## src/hw/rtl/asap_pkg.sv

```systemverilog
package asap_pkg;

  localparam int MAX_SESSIONS   = 3;
  localparam int NONCE_CAPACITY = 64;
  localparam int AUTH_CAPACITY  = 64;

  localparam logic [31:0] AREA_MIN_SIZE = 32'd9;
  localparam logic [15:0] SIZE_OCTETS   = 16'd4;

  // result queue
  localparam int MAX_RESULTS = 3;
  localparam int FIFO_DEPTH  = 8;
  localparam int FIFO_AW     = $clog2(FIFO_DEPTH);

  // parse phases
  localparam logic [2:0] PH_IDLE      = 3'd0;
  localparam logic [2:0] PH_SIZE      = 3'd1;
  localparam logic [2:0] PH_HANDLE    = 3'd2;
  localparam logic [2:0] PH_NONCE_LEN = 3'd3;
  localparam logic [2:0] PH_NONCE     = 3'd4;
  localparam logic [2:0] PH_ATTR      = 3'd5;
  localparam logic [2:0] PH_AUTH_LEN  = 3'd6;
  localparam logic [2:0] PH_AUTH      = 3'd7;

  // event kinds
  localparam logic [2:0] EV_HANDLE  = 3'd0;
  localparam logic [2:0] EV_NONCE   = 3'd1;
  localparam logic [2:0] EV_ATTR    = 3'd2;
  localparam logic [2:0] EV_AUTH    = 3'd3;
  localparam logic [2:0] EV_SESSION = 3'd4;
  localparam logic [2:0] EV_AREA    = 3'd5;
  localparam logic [2:0] EV_ERROR   = 3'd6;

  // error codes
  localparam logic [1:0] ERR_NONE     = 2'd0;
  localparam logic [1:0] ERR_INSUFF   = 2'd1;
  localparam logic [1:0] ERR_AUTHSIZE = 2'd2;
  localparam logic [1:0] ERR_SIZE     = 2'd3;

  typedef struct packed {
    logic [2:0]  kind;
    logic [1:0]  session;
    logic [31:0] value;
    logic [5:0]  offset;
    logic [1:0]  err;
    logic        last;
  } evt_t;

  typedef struct packed {
    logic [1:0]                   count;
    evt_t [MAX_RESULTS-1:0]       ev;
  } push_t;

  function automatic evt_t mk_evt(input logic [2:0] kind, input logic [1:0] session,
                                  input logic [31:0] value, input logic [5:0] offset,
                                  input logic [1:0] err, input logic last);
    evt_t e;
    e.kind    = kind;
    e.session = session;
    e.value   = value;
    e.offset  = offset;
    e.err     = err;
    e.last    = last;
    return e;
  endfunction

endpackage

```

## src/hw/rtl/asap_in_if.sv

```systemverilog
interface asap_in_if;
  logic        valid;
  logic        ready;
  logic        area_start;
  logic [7:0]  data_octet;
  logic [15:0] available_length;

  modport source (output valid, output area_start, output data_octet,
                  output available_length, input ready);
  modport sink (input valid, input area_start, input data_octet,
                input available_length, output ready);
endinterface

```

## src/hw/rtl/asap_out_if.sv

```systemverilog
interface asap_out_if;
  logic        valid;
  logic        ready;
  logic [2:0]  event_kind;
  logic [1:0]  session_number;
  logic [31:0] field_value;
  logic [5:0]  octet_offset;
  logic [1:0]  error_code;
  logic        area_last;

  modport source (output valid, output event_kind, output session_number,
                  output field_value, output octet_offset, output error_code,
                  output area_last, input ready);
  modport sink (input valid, input event_kind, input session_number,
                input field_value, input octet_offset, input error_code,
                input area_last, output ready);
endinterface

```

## src/hw/rtl/asap_core.sv

```systemverilog
module asap_core
  import asap_pkg::*;
(
  input  logic        clk,
  input  logic        rst,
  input  logic        accept,
  input  logic        area_start,
  input  logic [7:0]  data_octet,
  input  logic [15:0] available_length,
  output push_t       push
);

  logic [2:0]  phase, phase_next;
  logic [15:0] position, position_next;
  logic [15:0] area_end, area_end_next;
  logic [15:0] avail_total, avail_total_next;
  logic [31:0] field_shift, field_shift_next;
  logic [6:0]  octets_left, octets_left_next;
  logic [1:0]  session_count, session_count_next;

  logic [1:0]  n;
  evt_t [MAX_RESULTS-1:0] res;
  logic [1:0]  num;
  logic        go;
  logic        fin_req;
  logic        bs_req;
  logic        bf_req;
  logic [2:0]  bf_phase;
  logic [2:0]  bf_len;
  logic [15:0] len;
  logic        is_nonce;

  always_comb begin
    phase_next         = phase;
    position_next      = position;
    area_end_next      = area_end;
    avail_total_next   = avail_total;
    field_shift_next   = field_shift;
    octets_left_next   = octets_left;
    session_count_next = session_count;
    n        = 2'd0;
    res      = '0;
    num      = 2'(session_count + 2'd1);
    go       = 1'b1;
    fin_req  = 1'b0;
    bs_req   = 1'b0;
    bf_req   = 1'b0;
    bf_phase = PH_IDLE;
    bf_len   = 3'd0;
    len      = field_shift[15:0];
    is_nonce = 1'b0;

    if (area_start) begin
      avail_total_next   = available_length;
      position_next      = '0;
      area_end_next      = '0;
      session_count_next = '0;
      field_shift_next   = '0;
      octets_left_next   = 7'(SIZE_OCTETS);
      if (available_length < SIZE_OCTETS) begin
        phase_next = PH_IDLE;
        res[n] = mk_evt(EV_ERROR, 2'd0, '0, '0, ERR_INSUFF, 1'b1);
        n = n + 2'd1;
        go = 1'b0;
      end else begin
        phase_next = PH_SIZE;
        num = 2'd1;
      end
    end
    if (phase_next == PH_IDLE) go = 1'b0;

    if (go) begin
      position_next = 16'(position_next + 16'd1);
      case (phase_next)
        PH_SIZE: begin
          field_shift_next = {field_shift_next[23:0], data_octet};
          octets_left_next = 7'(octets_left_next - 7'd1);
          if (octets_left_next == '0) begin
            if (field_shift_next < AREA_MIN_SIZE ||
                field_shift_next > {16'd0, 16'(avail_total_next - SIZE_OCTETS)}) begin
              phase_next = PH_IDLE;
              res[n] = mk_evt(EV_ERROR, 2'd0, '0, '0, ERR_AUTHSIZE, 1'b1);
              n = n + 2'd1;
            end else begin
              area_end_next = 16'(SIZE_OCTETS + field_shift_next[15:0]);
              bs_req = 1'b1;
            end
          end
        end
        PH_HANDLE: begin
          field_shift_next = {field_shift_next[23:0], data_octet};
          octets_left_next = 7'(octets_left_next - 7'd1);
          if (octets_left_next == '0) begin
            res[n] = mk_evt(EV_HANDLE, num, field_shift_next, '0, ERR_NONE, 1'b0);
            n = n + 2'd1;
            bf_req   = 1'b1;
            bf_phase = PH_NONCE_LEN;
            bf_len   = 3'd2;
          end
        end
        PH_NONCE_LEN, PH_AUTH_LEN: begin
          is_nonce = (phase_next == PH_NONCE_LEN);
          field_shift_next = {16'd0, field_shift_next[7:0], data_octet};
          octets_left_next = 7'(octets_left_next - 7'd1);
          len = field_shift_next[15:0];
          if (octets_left_next == '0) begin
            if (len > (is_nonce ? 16'(NONCE_CAPACITY) : 16'(AUTH_CAPACITY))) begin
              phase_next = PH_IDLE;
              res[n] = mk_evt(EV_ERROR, num, '0, '0, ERR_SIZE, 1'b1);
              n = n + 2'd1;
            end else if ({1'b0, position_next} + {1'b0, len} > {1'b0, area_end_next}) begin
              phase_next = PH_IDLE;
              res[n] = mk_evt(EV_ERROR, num, '0, '0, ERR_INSUFF, 1'b1);
              n = n + 2'd1;
            end else if (len == '0) begin
              if (is_nonce) begin
                bf_req   = 1'b1;
                bf_phase = PH_ATTR;
                bf_len   = 3'd1;
              end else begin
                fin_req = 1'b1;
              end
            end else begin
              phase_next       = is_nonce ? PH_NONCE : PH_AUTH;
              octets_left_next = len[6:0];
              field_shift_next = '0;
            end
          end
        end
        PH_NONCE, PH_AUTH: begin
          is_nonce = (phase_next == PH_NONCE);
          res[n] = mk_evt(is_nonce ? EV_NONCE : EV_AUTH, num, {24'd0, data_octet},
                          field_shift_next[5:0], ERR_NONE, 1'b0);
          n = n + 2'd1;
          field_shift_next = 32'(field_shift_next + 32'd1);
          octets_left_next = 7'(octets_left_next - 7'd1);
          if (octets_left_next == '0) begin
            if (is_nonce) begin
              bf_req   = 1'b1;
              bf_phase = PH_ATTR;
              bf_len   = 3'd1;
            end else begin
              fin_req = 1'b1;
            end
          end
        end
        PH_ATTR: begin
          res[n] = mk_evt(EV_ATTR, num, {24'd0, data_octet}, '0, ERR_NONE, 1'b0);
          n = n + 2'd1;
          bf_req   = 1'b1;
          bf_phase = PH_AUTH_LEN;
          bf_len   = 3'd2;
        end
        default: begin
          phase_next = PH_IDLE;
        end
      endcase

      // close the session, then either end the area, open the next session or flag an error
      if (fin_req) begin
        session_count_next = 2'(session_count_next + 2'd1);
        res[n] = mk_evt(EV_SESSION, session_count_next, {30'd0, session_count_next}, '0,
                        ERR_NONE, 1'b0);
        n = n + 2'd1;
        if (position_next == area_end_next) begin
          phase_next = PH_IDLE;
          res[n] = mk_evt(EV_AREA, 2'd0, {16'd0, area_end_next}, '0, ERR_NONE, 1'b1);
          n = n + 2'd1;
        end else begin
          bs_req = 1'b1;
        end
      end
      if (bs_req) begin
        if (session_count_next >= 2'(MAX_SESSIONS)) begin
          phase_next = PH_IDLE;
          res[n] = mk_evt(EV_ERROR, 2'd0, '0, '0, ERR_AUTHSIZE, 1'b1);
          n = n + 2'd1;
        end else begin
          bf_req   = 1'b1;
          bf_phase = PH_HANDLE;
          bf_len   = 3'd4;
        end
      end
      if (bf_req) begin
        if ({1'b0, position_next} + 17'(bf_len) > {1'b0, area_end_next}) begin
          phase_next = PH_IDLE;
          res[n] = mk_evt(EV_ERROR, 2'(session_count_next + 2'd1), '0, '0,
                          ERR_INSUFF, 1'b1);
          n = n + 2'd1;
        end else begin
          phase_next       = bf_phase;
          octets_left_next = 7'(bf_len);
          field_shift_next = '0;
        end
      end
    end
  end

  assign push.count = accept ? n : 2'd0;
  assign push.ev    = res;

  always_ff @(posedge clk) begin
    if (rst) begin
      phase         <= PH_IDLE;
      position      <= '0;
      area_end      <= '0;
      avail_total   <= '0;
      field_shift   <= '0;
      octets_left   <= '0;
      session_count <= '0;
    end else if (accept) begin
      phase         <= phase_next;
      position      <= position_next;
      area_end      <= area_end_next;
      avail_total   <= avail_total_next;
      field_shift   <= field_shift_next;
      octets_left   <= octets_left_next;
      session_count <= session_count_next;
    end
  end

endmodule

```

## src/hw/rtl/asap_fifo.sv

```systemverilog
module asap_fifo
  import asap_pkg::*;
(
  input  logic          clk,
  input  logic          rst,
  input  push_t         push,
  output logic          room,
  asap_out_if.source    events
);

  evt_t                mem [FIFO_DEPTH];
  logic [FIFO_AW-1:0]  wr_ptr;
  logic [FIFO_AW-1:0]  rd_ptr;
  logic [FIFO_AW:0]    count;
  logic                pop;
  evt_t                head;

  assign pop  = events.valid && events.ready;
  assign room = (count <= (FIFO_AW+1)'(FIFO_DEPTH - MAX_RESULTS));
  assign head = mem[rd_ptr];

  assign events.valid          = (count != '0);
  assign events.event_kind     = head.kind;
  assign events.session_number = head.session;
  assign events.field_value    = head.value;
  assign events.octet_offset   = head.offset;
  assign events.error_code     = head.err;
  assign events.area_last      = head.last;

  always_ff @(posedge clk) begin
    for (int i = 0; i < MAX_RESULTS; i++) begin
      if (2'(i) < push.count) begin
        mem[FIFO_AW'(wr_ptr + FIFO_AW'(i))] <= push.ev[i];
      end
    end
  end

  always_ff @(posedge clk) begin
    if (rst) begin
      wr_ptr <= '0;
      rd_ptr <= '0;
      count  <= '0;
    end else begin
      wr_ptr <= FIFO_AW'(wr_ptr + FIFO_AW'(push.count));
      if (pop) rd_ptr <= FIFO_AW'(rd_ptr + 1'b1);
      count  <= (FIFO_AW+1)'(count + (FIFO_AW+1)'(push.count) - (FIFO_AW+1)'(pop));
    end
  end

endmodule

```

## src/hw/rtl/auth_session_area_parser.sv

```systemverilog
// Authorization area parser.
// octets: one command octet per beat; area_start flags the first octet of an
//   area and carries available_length, the octets available from there on.
// events: one parse event per beat (handle, nonce octet, attributes, auth
//   octet, session done, area done, error); area_last marks the final event.
// One octet is taken per cycle while the queue has room. Each octet yields zero
// to three events, which go into an eight-entry result queue; an octet's events
// are written into the queue registers before they reach the events channel.
// Sustained rate is one octet per cycle while the receiver takes one event
// per cycle; octets that end a session produce one to three events, so the
// queue drain rate of one event per cycle sets the long-run limit.
// ready on octets drops whenever fewer than three queue entries are free, so
// a stalled receiver backs up into the sender without losing events.
// Reset empties the queue and returns the parser to idle: octets are then
// ignored until one with area_start set arrives.
module auth_session_area_parser
  import asap_pkg::*;
(
  input  logic        clk,
  input  logic        rst,
  asap_in_if.sink     octets,
  asap_out_if.source  events
);

  logic  room;
  logic  accept;
  push_t push;

  assign octets.ready = room;
  assign accept       = octets.valid && room;

  asap_core u_core (
    .clk              (clk),
    .rst              (rst),
    .accept           (accept),
    .area_start       (octets.area_start),
    .data_octet       (octets.data_octet),
    .available_length (octets.available_length),
    .push             (push)
  );

  asap_fifo u_fifo (
    .clk    (clk),
    .rst    (rst),
    .push   (push),
    .room   (room),
    .events (events)
  );

endmodule
```

## src/flat_wrapper.sv

```systemverilog
// flat-port wrapper written by rule: the top's interface ports become plain ports
module auth_session_area_parser_flat import asap_pkg::*;
  (clk, rst, octets_valid, octets_area_start, octets_data_octet, octets_available_length, octets_ready, events_valid, events_event_kind, events_session_number, events_field_value, events_octet_offset, events_error_code, events_area_last, events_ready);
  asap_in_if octets_i ();
  asap_out_if events_i ();
  input  logic clk;
  input  logic rst;
  input wire logic [$bits(octets_i.valid)-1:0] octets_valid;
  input wire logic [$bits(octets_i.area_start)-1:0] octets_area_start;
  input wire logic [$bits(octets_i.data_octet)-1:0] octets_data_octet;
  input wire logic [$bits(octets_i.available_length)-1:0] octets_available_length;
  output wire logic [$bits(octets_i.ready)-1:0] octets_ready;
  output wire logic [$bits(events_i.valid)-1:0] events_valid;
  output wire logic [$bits(events_i.event_kind)-1:0] events_event_kind;
  output wire logic [$bits(events_i.session_number)-1:0] events_session_number;
  output wire logic [$bits(events_i.field_value)-1:0] events_field_value;
  output wire logic [$bits(events_i.octet_offset)-1:0] events_octet_offset;
  output wire logic [$bits(events_i.error_code)-1:0] events_error_code;
  output wire logic [$bits(events_i.area_last)-1:0] events_area_last;
  input wire logic [$bits(events_i.ready)-1:0] events_ready;
  assign octets_i.valid = octets_valid;
  assign octets_i.area_start = octets_area_start;
  assign octets_i.data_octet = octets_data_octet;
  assign octets_i.available_length = octets_available_length;
  assign octets_ready = octets_i.ready;
  assign events_valid = events_i.valid;
  assign events_event_kind = events_i.event_kind;
  assign events_session_number = events_i.session_number;
  assign events_field_value = events_i.field_value;
  assign events_octet_offset = events_i.octet_offset;
  assign events_error_code = events_i.error_code;
  assign events_area_last = events_i.area_last;
  assign events_i.ready = events_ready;
  auth_session_area_parser u_core (.clk(clk), .rst(rst), .octets(octets_i), .events(events_i));
endmodule
```

## config.mk

```make
export PLATFORM = sky130hd
export DESIGN_NAME = auth_session_area_parser_flat
export DESIGN_NICKNAME = d
export VERILOG_FILES = /design/src/hw/rtl/asap_pkg.sv /design/src/hw/rtl/asap_in_if.sv /design/src/hw/rtl/asap_out_if.sv /design/src/hw/rtl/asap_core.sv /design/src/hw/rtl/asap_fifo.sv /design/src/hw/rtl/auth_session_area_parser.sv /design/src/flat_wrapper.sv
export SDC_FILE = /design/constraint.sdc
export NUM_CORES = 1
export LEC_CHECK = 0
export BUFFER_PORTS_ARGS = -buffer_cell sky130_fd_sc_hd__buf_2
export CAP_MARGIN = 25
export CORE_MARGIN = 1.5
export CORE_UTILIZATION = 64
export DETAILED_ROUTE_END_ITERATION = 10
export PLACE_DENSITY = 0.86
export SLEW_MARGIN = 20
export SYNTH_ARGS = -nofsm -noshare
export SYNTH_HDL_FRONTEND = slang
export SYNTH_SLANG_ARGS = --single-unit
```

## constraint.sdc

```tcl
create_clock -name clk -period 17.2 [get_ports clk]
set_input_delay 2.58 -clock clk [delete_from_list [all_inputs] [get_ports clk]]
set_output_delay 2.58 -clock clk [all_outputs]
set_load 0.1 [all_outputs]
```

Yosys cells after proc, flatten, opt, wreduce, memory -nomap -nowiden
Memories as Yosys holds them, arrays and structs flattened. A register that Yosys moved wholly into a read port is not among the register bits.
Index checks and enable logic that the tools add are counted.
{"block": "totals", "regBits": 102, "latch_bits": 0, "mem_bits_rw": 368, "rom_bits": 0, "output_inout_bits": 48, "elab_cells": 254, "mem_count": 1}
{"memory": "u_core.u_fifo.mem", "words": 8, "word_bits": 46, "read_ports": 1, "rd_ports_with_merged_regs": 1, "write_ports": 3, "line": "asap_fifo.sv:11", "rtl": "evt_t mem [FIFO_DEPTH];"}
{"block": "op_classes", "n_addsub": 21, "multipliers": 0, "div_mod_pow": 0, "order_cmp": 21, "eq_ne": 8, "shift": 0, "mux": 169, "bitwise_logic": 6, "n_reduce_logical": 18}
{"cell": "$mux 138", "n": 16}
{"cell": "$bwmux 138", "n": 8}
{"cell": "$pmux 138 s5", "n": 1}
{"cell": "$demux 46 s2", "n": 5}
{"cell": "$mux 46", "n": 7}
{"cell": "$not 126->126", "n": 2}
{"cell": "$mux 16", "n": 13}
{"cell": "$mux 32", "n": 4}
{"cell": "$and 126x126->126", "n": 1}
{"cell": "$and 42x126->126", "n": 1}
{"cell": "$pmux 32 s3", "n": 1}
{"cell": "$mux 3", "n": 28}
{"cell": "$mux 7", "n": 8}
{"cell": "$mux 2", "n": 27}
{"cell": "$mux 1", "n": 44}
{"cell": "$gt 17x16->1", "n": 2}
{"cell": "$add 32x1->32 const B", "n": 1}
{"cell": "$gt 32x16->1", "n": 1}
{"cell": "$lt 32x4->1 const B", "n": 1}
{"cell": "$add 16x16->17", "n": 1}
{"cell": "$add 16x3->17", "n": 1}
{"cell": "$add 16x1->16 const B", "n": 1}
{"cell": "$add 2x1->2 const B", "n": 8}
{"cell": "$add 3x16->16 const A", "n": 1}
{"cell": "36 further kinds", "n": 60}

Logic depth before layout (Yosys ltp)
{"block": "depth", "word_depth": 27, "mapped_depth": 62, "depth_no_buf": 55}

By module
From an unflattened synthesis, not the netlist that was laid out.
{"block": "hier_totals", "cells_unflattened": 4169, "area_unflattened_um2": 36070.8}
{"module": "asap_fifo", "instances": 1, "cells_each": 2643, "area_each_um2": 25396.9}
{"module": "asap_core", "instances": 1, "cells_each": 1525, "area_each_um2": 10667.7}
{"module": "auth_session_area_parser", "instances": 1, "cells_each": 1, "area_each_um2": 6.3}

Worst setup path after synthesis
Ideal clock, no wire load.
{"block": "synth_timing", "kind": "input-to-reg", "start": "input port octets_area_start", "end": "memory u_core.u_fifo.mem[1][0] (netlist name), enable pin", "arrival_time_ns": 14.936, "t_required_ns": 16.741, "path_slack_ns": 1.805, "path_stages": 55, "n_path_buf": 15, "cell_sequence": "buf_2 > buf_4 > buf_4 > buf_2 > buf_4 > clkbuf_1 > buf_1 > clkbuf_1 > clkbuf_1 > buf_1 > nor2_1 > ha_1 > and4_1 > nand2_1 > a211o_1 > and2_1 > a21boi_0 > nor2_1 > [... 19 more ...] > nand2_1 > nor2_1 > nand2_1 > nor2_1 > xnor2_1 > ha_1 > a2111oi_0 > o211ai_1 > a21oi_1 > a21oi_1 > a31o_2 > o211a_1 > and2_1 > buf_2 > buf_4 > o32ai_1 > nand2_1 > o21bai_1"}
{"element": "start: declaration", "line": "flat_wrapper.sv:9", "rtl": "input wire logic [$bits(octets_i.area_start)-1:0] octets_area_start;"}
{"element": "end: declaration", "line": "asap_fifo.sv:11"}

==> load_flow_metrics.sql <==
INSERT INTO impl_metrics (metric_group, metric, value, unit) VALUES
('status', 'outcome', 'completed', ''),
('global_routing', 'grt_max_degree', '96', ''),
('timing', 'timing.fmax', '0.0664', 'GHz'),
('logic_synthesis', 'synth.largest_area_cell', 'edfxtp_1', ''),
('logic_synthesis', 'synth.lib_cells_used.distinct', '91', ''),
('setup_path', 'timing.critical_path.arrival', '15.29', 'ns'),
('floorplan', 'placement_rows', '77', ''),
('power_and_ir_drop', 'ir_drop', '0.000120', 'V'),
('route', 'dr.pass1.iters', '7', ''),
('logic_synthesis', 'synth-async-reset-ratio', '0', ''),
('logic_synthesis', 'synth_seq_cells', '465', ''),
('global_routing', 'antenna_found_initial', '0', ''),
('route', 'm1WireLength', '34100', 'um'),
('timing', 'slew_headroom', '0.271', ''),
('layout', 'instances_no_fill', '3404', ''),
('layout', 'most_used_cells_in_the_layout_excluding_fill_and_tap_cells', 'nor2_1, edfxtp_1, nand2_1, mux2i_1, a21oi_1', ''),
('layout', 'num-nets-final', '2911', ''),
('route', 'detail_route.iter0.violations', '3828', ''),
('setup_path', 'path_class', 'in -> reg', ''),
('timing', 'layout_worst_path_cycle_share', '0.875', ''),
('route', 'via_count', '25000', ''),
('placed_design', 'dpl.hpwl', '64100', 'um'),
('timing', 'final.min_clock_period', '15.05', 'ns'),
('setup_path', 'cp-start-kind', 'input pin', ''),
('floorplan', 'floorplan.initialDensity', '0.653', ''),
('clock_tree', 'tritoncts', 'done', ''),
('setup_path', 'crit_fanout', '60', ''),
('floorplan', 'fp.coreArea', '44500', 'um^2'),
('timing', 'finalHoldViolations', '0', ''),
('logic_synthesis', 'synth_fp_nets', '2924', ''),
('logic_synthesis', 'synth_instances', '2786', ''),
('clock_tree', 'number_of_buffers_inserted_during_clock_tree_synthesis', '47', ''),
('route', 'top_signal_layer_used', 'met4', ''),
('worst_hold_path', 'min-delay-path-class', 'reg -> reg', ''),
('timing', 'worst_slew_pin_slew', '1.09', 'ns'),
('layout', 'layout.cells.most_common', 'nor2_1', ''),
('timing', 'slew_violations', '0', ''),
('floorplan', 'floorplan.io_pins', '77', ''),
('floorplan', 'floorplan.die.height', '216', 'um'),
('clock_tree', 'max-clock-path-buffers', '3', ''),
('global_routing', 'grtUsageTotal', '0.410', ''),
('setup_path', 'end_kind', 'flop', ''),
('setup_path', 'regToRegSetupSlack', '3.82', 'ns'),
('layout', 'n_fill_cell', '3143', ''),
('clock_tree', 'clock_sink_count', '465', ''),
('logic_synthesis', 'synth-warning-count', '0', ''),
('timing', 'clock_skew', '0.0262', 'ns'),
('power_and_ir_drop', 'post-layout-total-power', '0.00352', 'W'),
('clock_tree', 'clk_root_buffer_cell', 'clkbuf_16', ''),
('placed_design', 'globalplace.congestion', '1.01', ''),
('route', 'routed_wirelength_normalized_by_instance_count', '29.0', 'um'),
('placed_design', 'port-buffer-count', '76', ''),
('clock_tree', 'cts_repair_resize_count', '0', ''),
('timing', 'rsz0062_at_grt', 'no', ''),
('floorplan', 'dieWidth', '216', 'um'),
('power_and_ir_drop', 'p_per_area', '112', 'nW/um^2'),
('timing', 'timing.final.setup_violations', '0', ''),
('timing', 'hold_slack', '0.462', 'ns'),
('clock_tree', 'clock_transition_time_at_the_flip_flop_clock_pins_of_the_worst_setup_and_hold_paths', '0.06', 'ns'),
('setup_path', 'cp.required', '17.43', 'ns'),
('route', 'ant_nets', '0', ''),
('logic_synthesis', 'synth_edf_count', '368', ''),
('clock_tree', 'h_tree_level_count', '2', ''),
('placed_design', 'dpl.cell_count', '3311', ''),
('floorplan', 'die-area', '46700', 'um^2'),
('layout', 'fin_util', '0.709', ''),
('logic_synthesis', 'synth_area_per_cell', '10.4', 'um^2'),
('logic_synthesis', 'synth_sequential_area_ratio', '0.447', ''),
('route', 'routed_wirelength', '98700', 'um'),
('setup_path', 'critical_path.max_stage_delay', '1.02', 'ns'),
('power_and_ir_drop', 'leakage', '11.9', 'nW');
-- cells in the mapped netlist (all sizes together), types with 20 or more instances --
| library cell | n |
|---|---|
| xnor2 | 53 |
| edfxtp | 368 |
| mux2 | 50 |
| dfxtp | 97 |
| nand4 | 24 |
| xor2 | 29 |
| nor2 | 404 |
| o21ai | 99 |
| mux2i | 194 |
| buf | 101 |
| mux4 | 92 |
| inv | 74 |
| clkbuf | 107 |
| a21o | 20 |
| a22oi | 51 |
| nor3 | 54 |
| nand2 | 233 |
| nand3 | 55 |
| o22ai | 109 |
| nor4 | 31 |
| nor2b | 30 |
| a21oi | 138 |
| ha | 105 |
| and3 | 20 |
-- path summary, 6_finish.rpt --
path                           startpoint  depth (start not counted)                            to
max                     octets_area_start                         43      u_core.u_fifo.mem[5][16]
min          u_core.u_core.avail_total[0]                          2  u_core.u_core.avail_total[0]
max reg2reg     u_core.u_core.position[0]                         46      u_core.u_fifo.mem[5][16]
min reg2reg  u_core.u_core.avail_total[0]                          2  u_core.u_core.avail_total[0]
-- worst max-delay path, delay by kind of cell --
| kind | cells | cell delay [ns] |
|---|---|---|
| multiplexers | 1 | 0.44 |
| adder cells (fa/ha/maj) | 4 | 1.25 |
| AO/OA/AOI/OAI | 15 | 3.53 |
| XOR/XNOR | 2 | 0.28 |
| buffers and inverters | 4 | 2.18 |
| AND/OR/NAND/NOR | 17 | 4.88 |
-- layout make-up --
type	count	area, um^2	area share
antenna	1	2.50	0.0000793
inverter	74	278	0.00881
clock buffer	56	1230	0.0390
timing repair buffer	146	968	0.0307
multi-input combinational	2039	15000	0.475
clock inverter	31	322	0.0102
sequential	465	13000	0.412
tap	592	741	0.0235
-- stage by stage --
step	instance area [um^2]	setup slack, ns
floorplan	29000	1.80
global placement	29800	2.20
detailed placement	29900	1.90
CTS	31400	2.51
global route	31500	1.49
finish	31500	2.15
-- power breakdown --
group / switching [W] / internal, W
Sequential: 0.0000475 / 0.00125
Combinational: 0.000835 / 0.000331
Clock: 0.000468 / 0.000591
-- registers in the layout (all words and copies together) (netlist names), named ones only --
signal / count
u_core.u_core.area_end: 16
u_core.u_core.octets_left: 7
u_core.u_core.session_count: 2
u_core.u_core.field_shift: 24
u_core.u_core.phase: 3
u_core.u_fifo.wr_ptr: 3
u_core.u_core.position: 16
u_core.u_fifo.rd_ptr: 3
u_core.u_core.avail_total: 16
u_core.u_fifo.count: 4
u_core.u_fifo.mem: 368
-- routing by layer --
layer | vias to the layer above | track usage
li1 | 10400 | -
met2 | 2237 | 0.665
met1 | 11900 | 0.514
met5 | - | 0
met4 | 0 | 0.231
met3 | 459 | 0.0841
-- logic make-up (layout without fill, tap and decap cells) --
group,Yosys count,count (layout),share of synthesized area
simple gates,941,941,0.150
compound gates,571,571,0.129
buf+inv,282,307,0.0426
xor+xnor,82,82,0.0254
other cells,0,1,0
fa+ha+maj,109,109,0.0480
mux,336,336,0.158
flops,465,465,0.447
(Power assumes the default switching activity.)
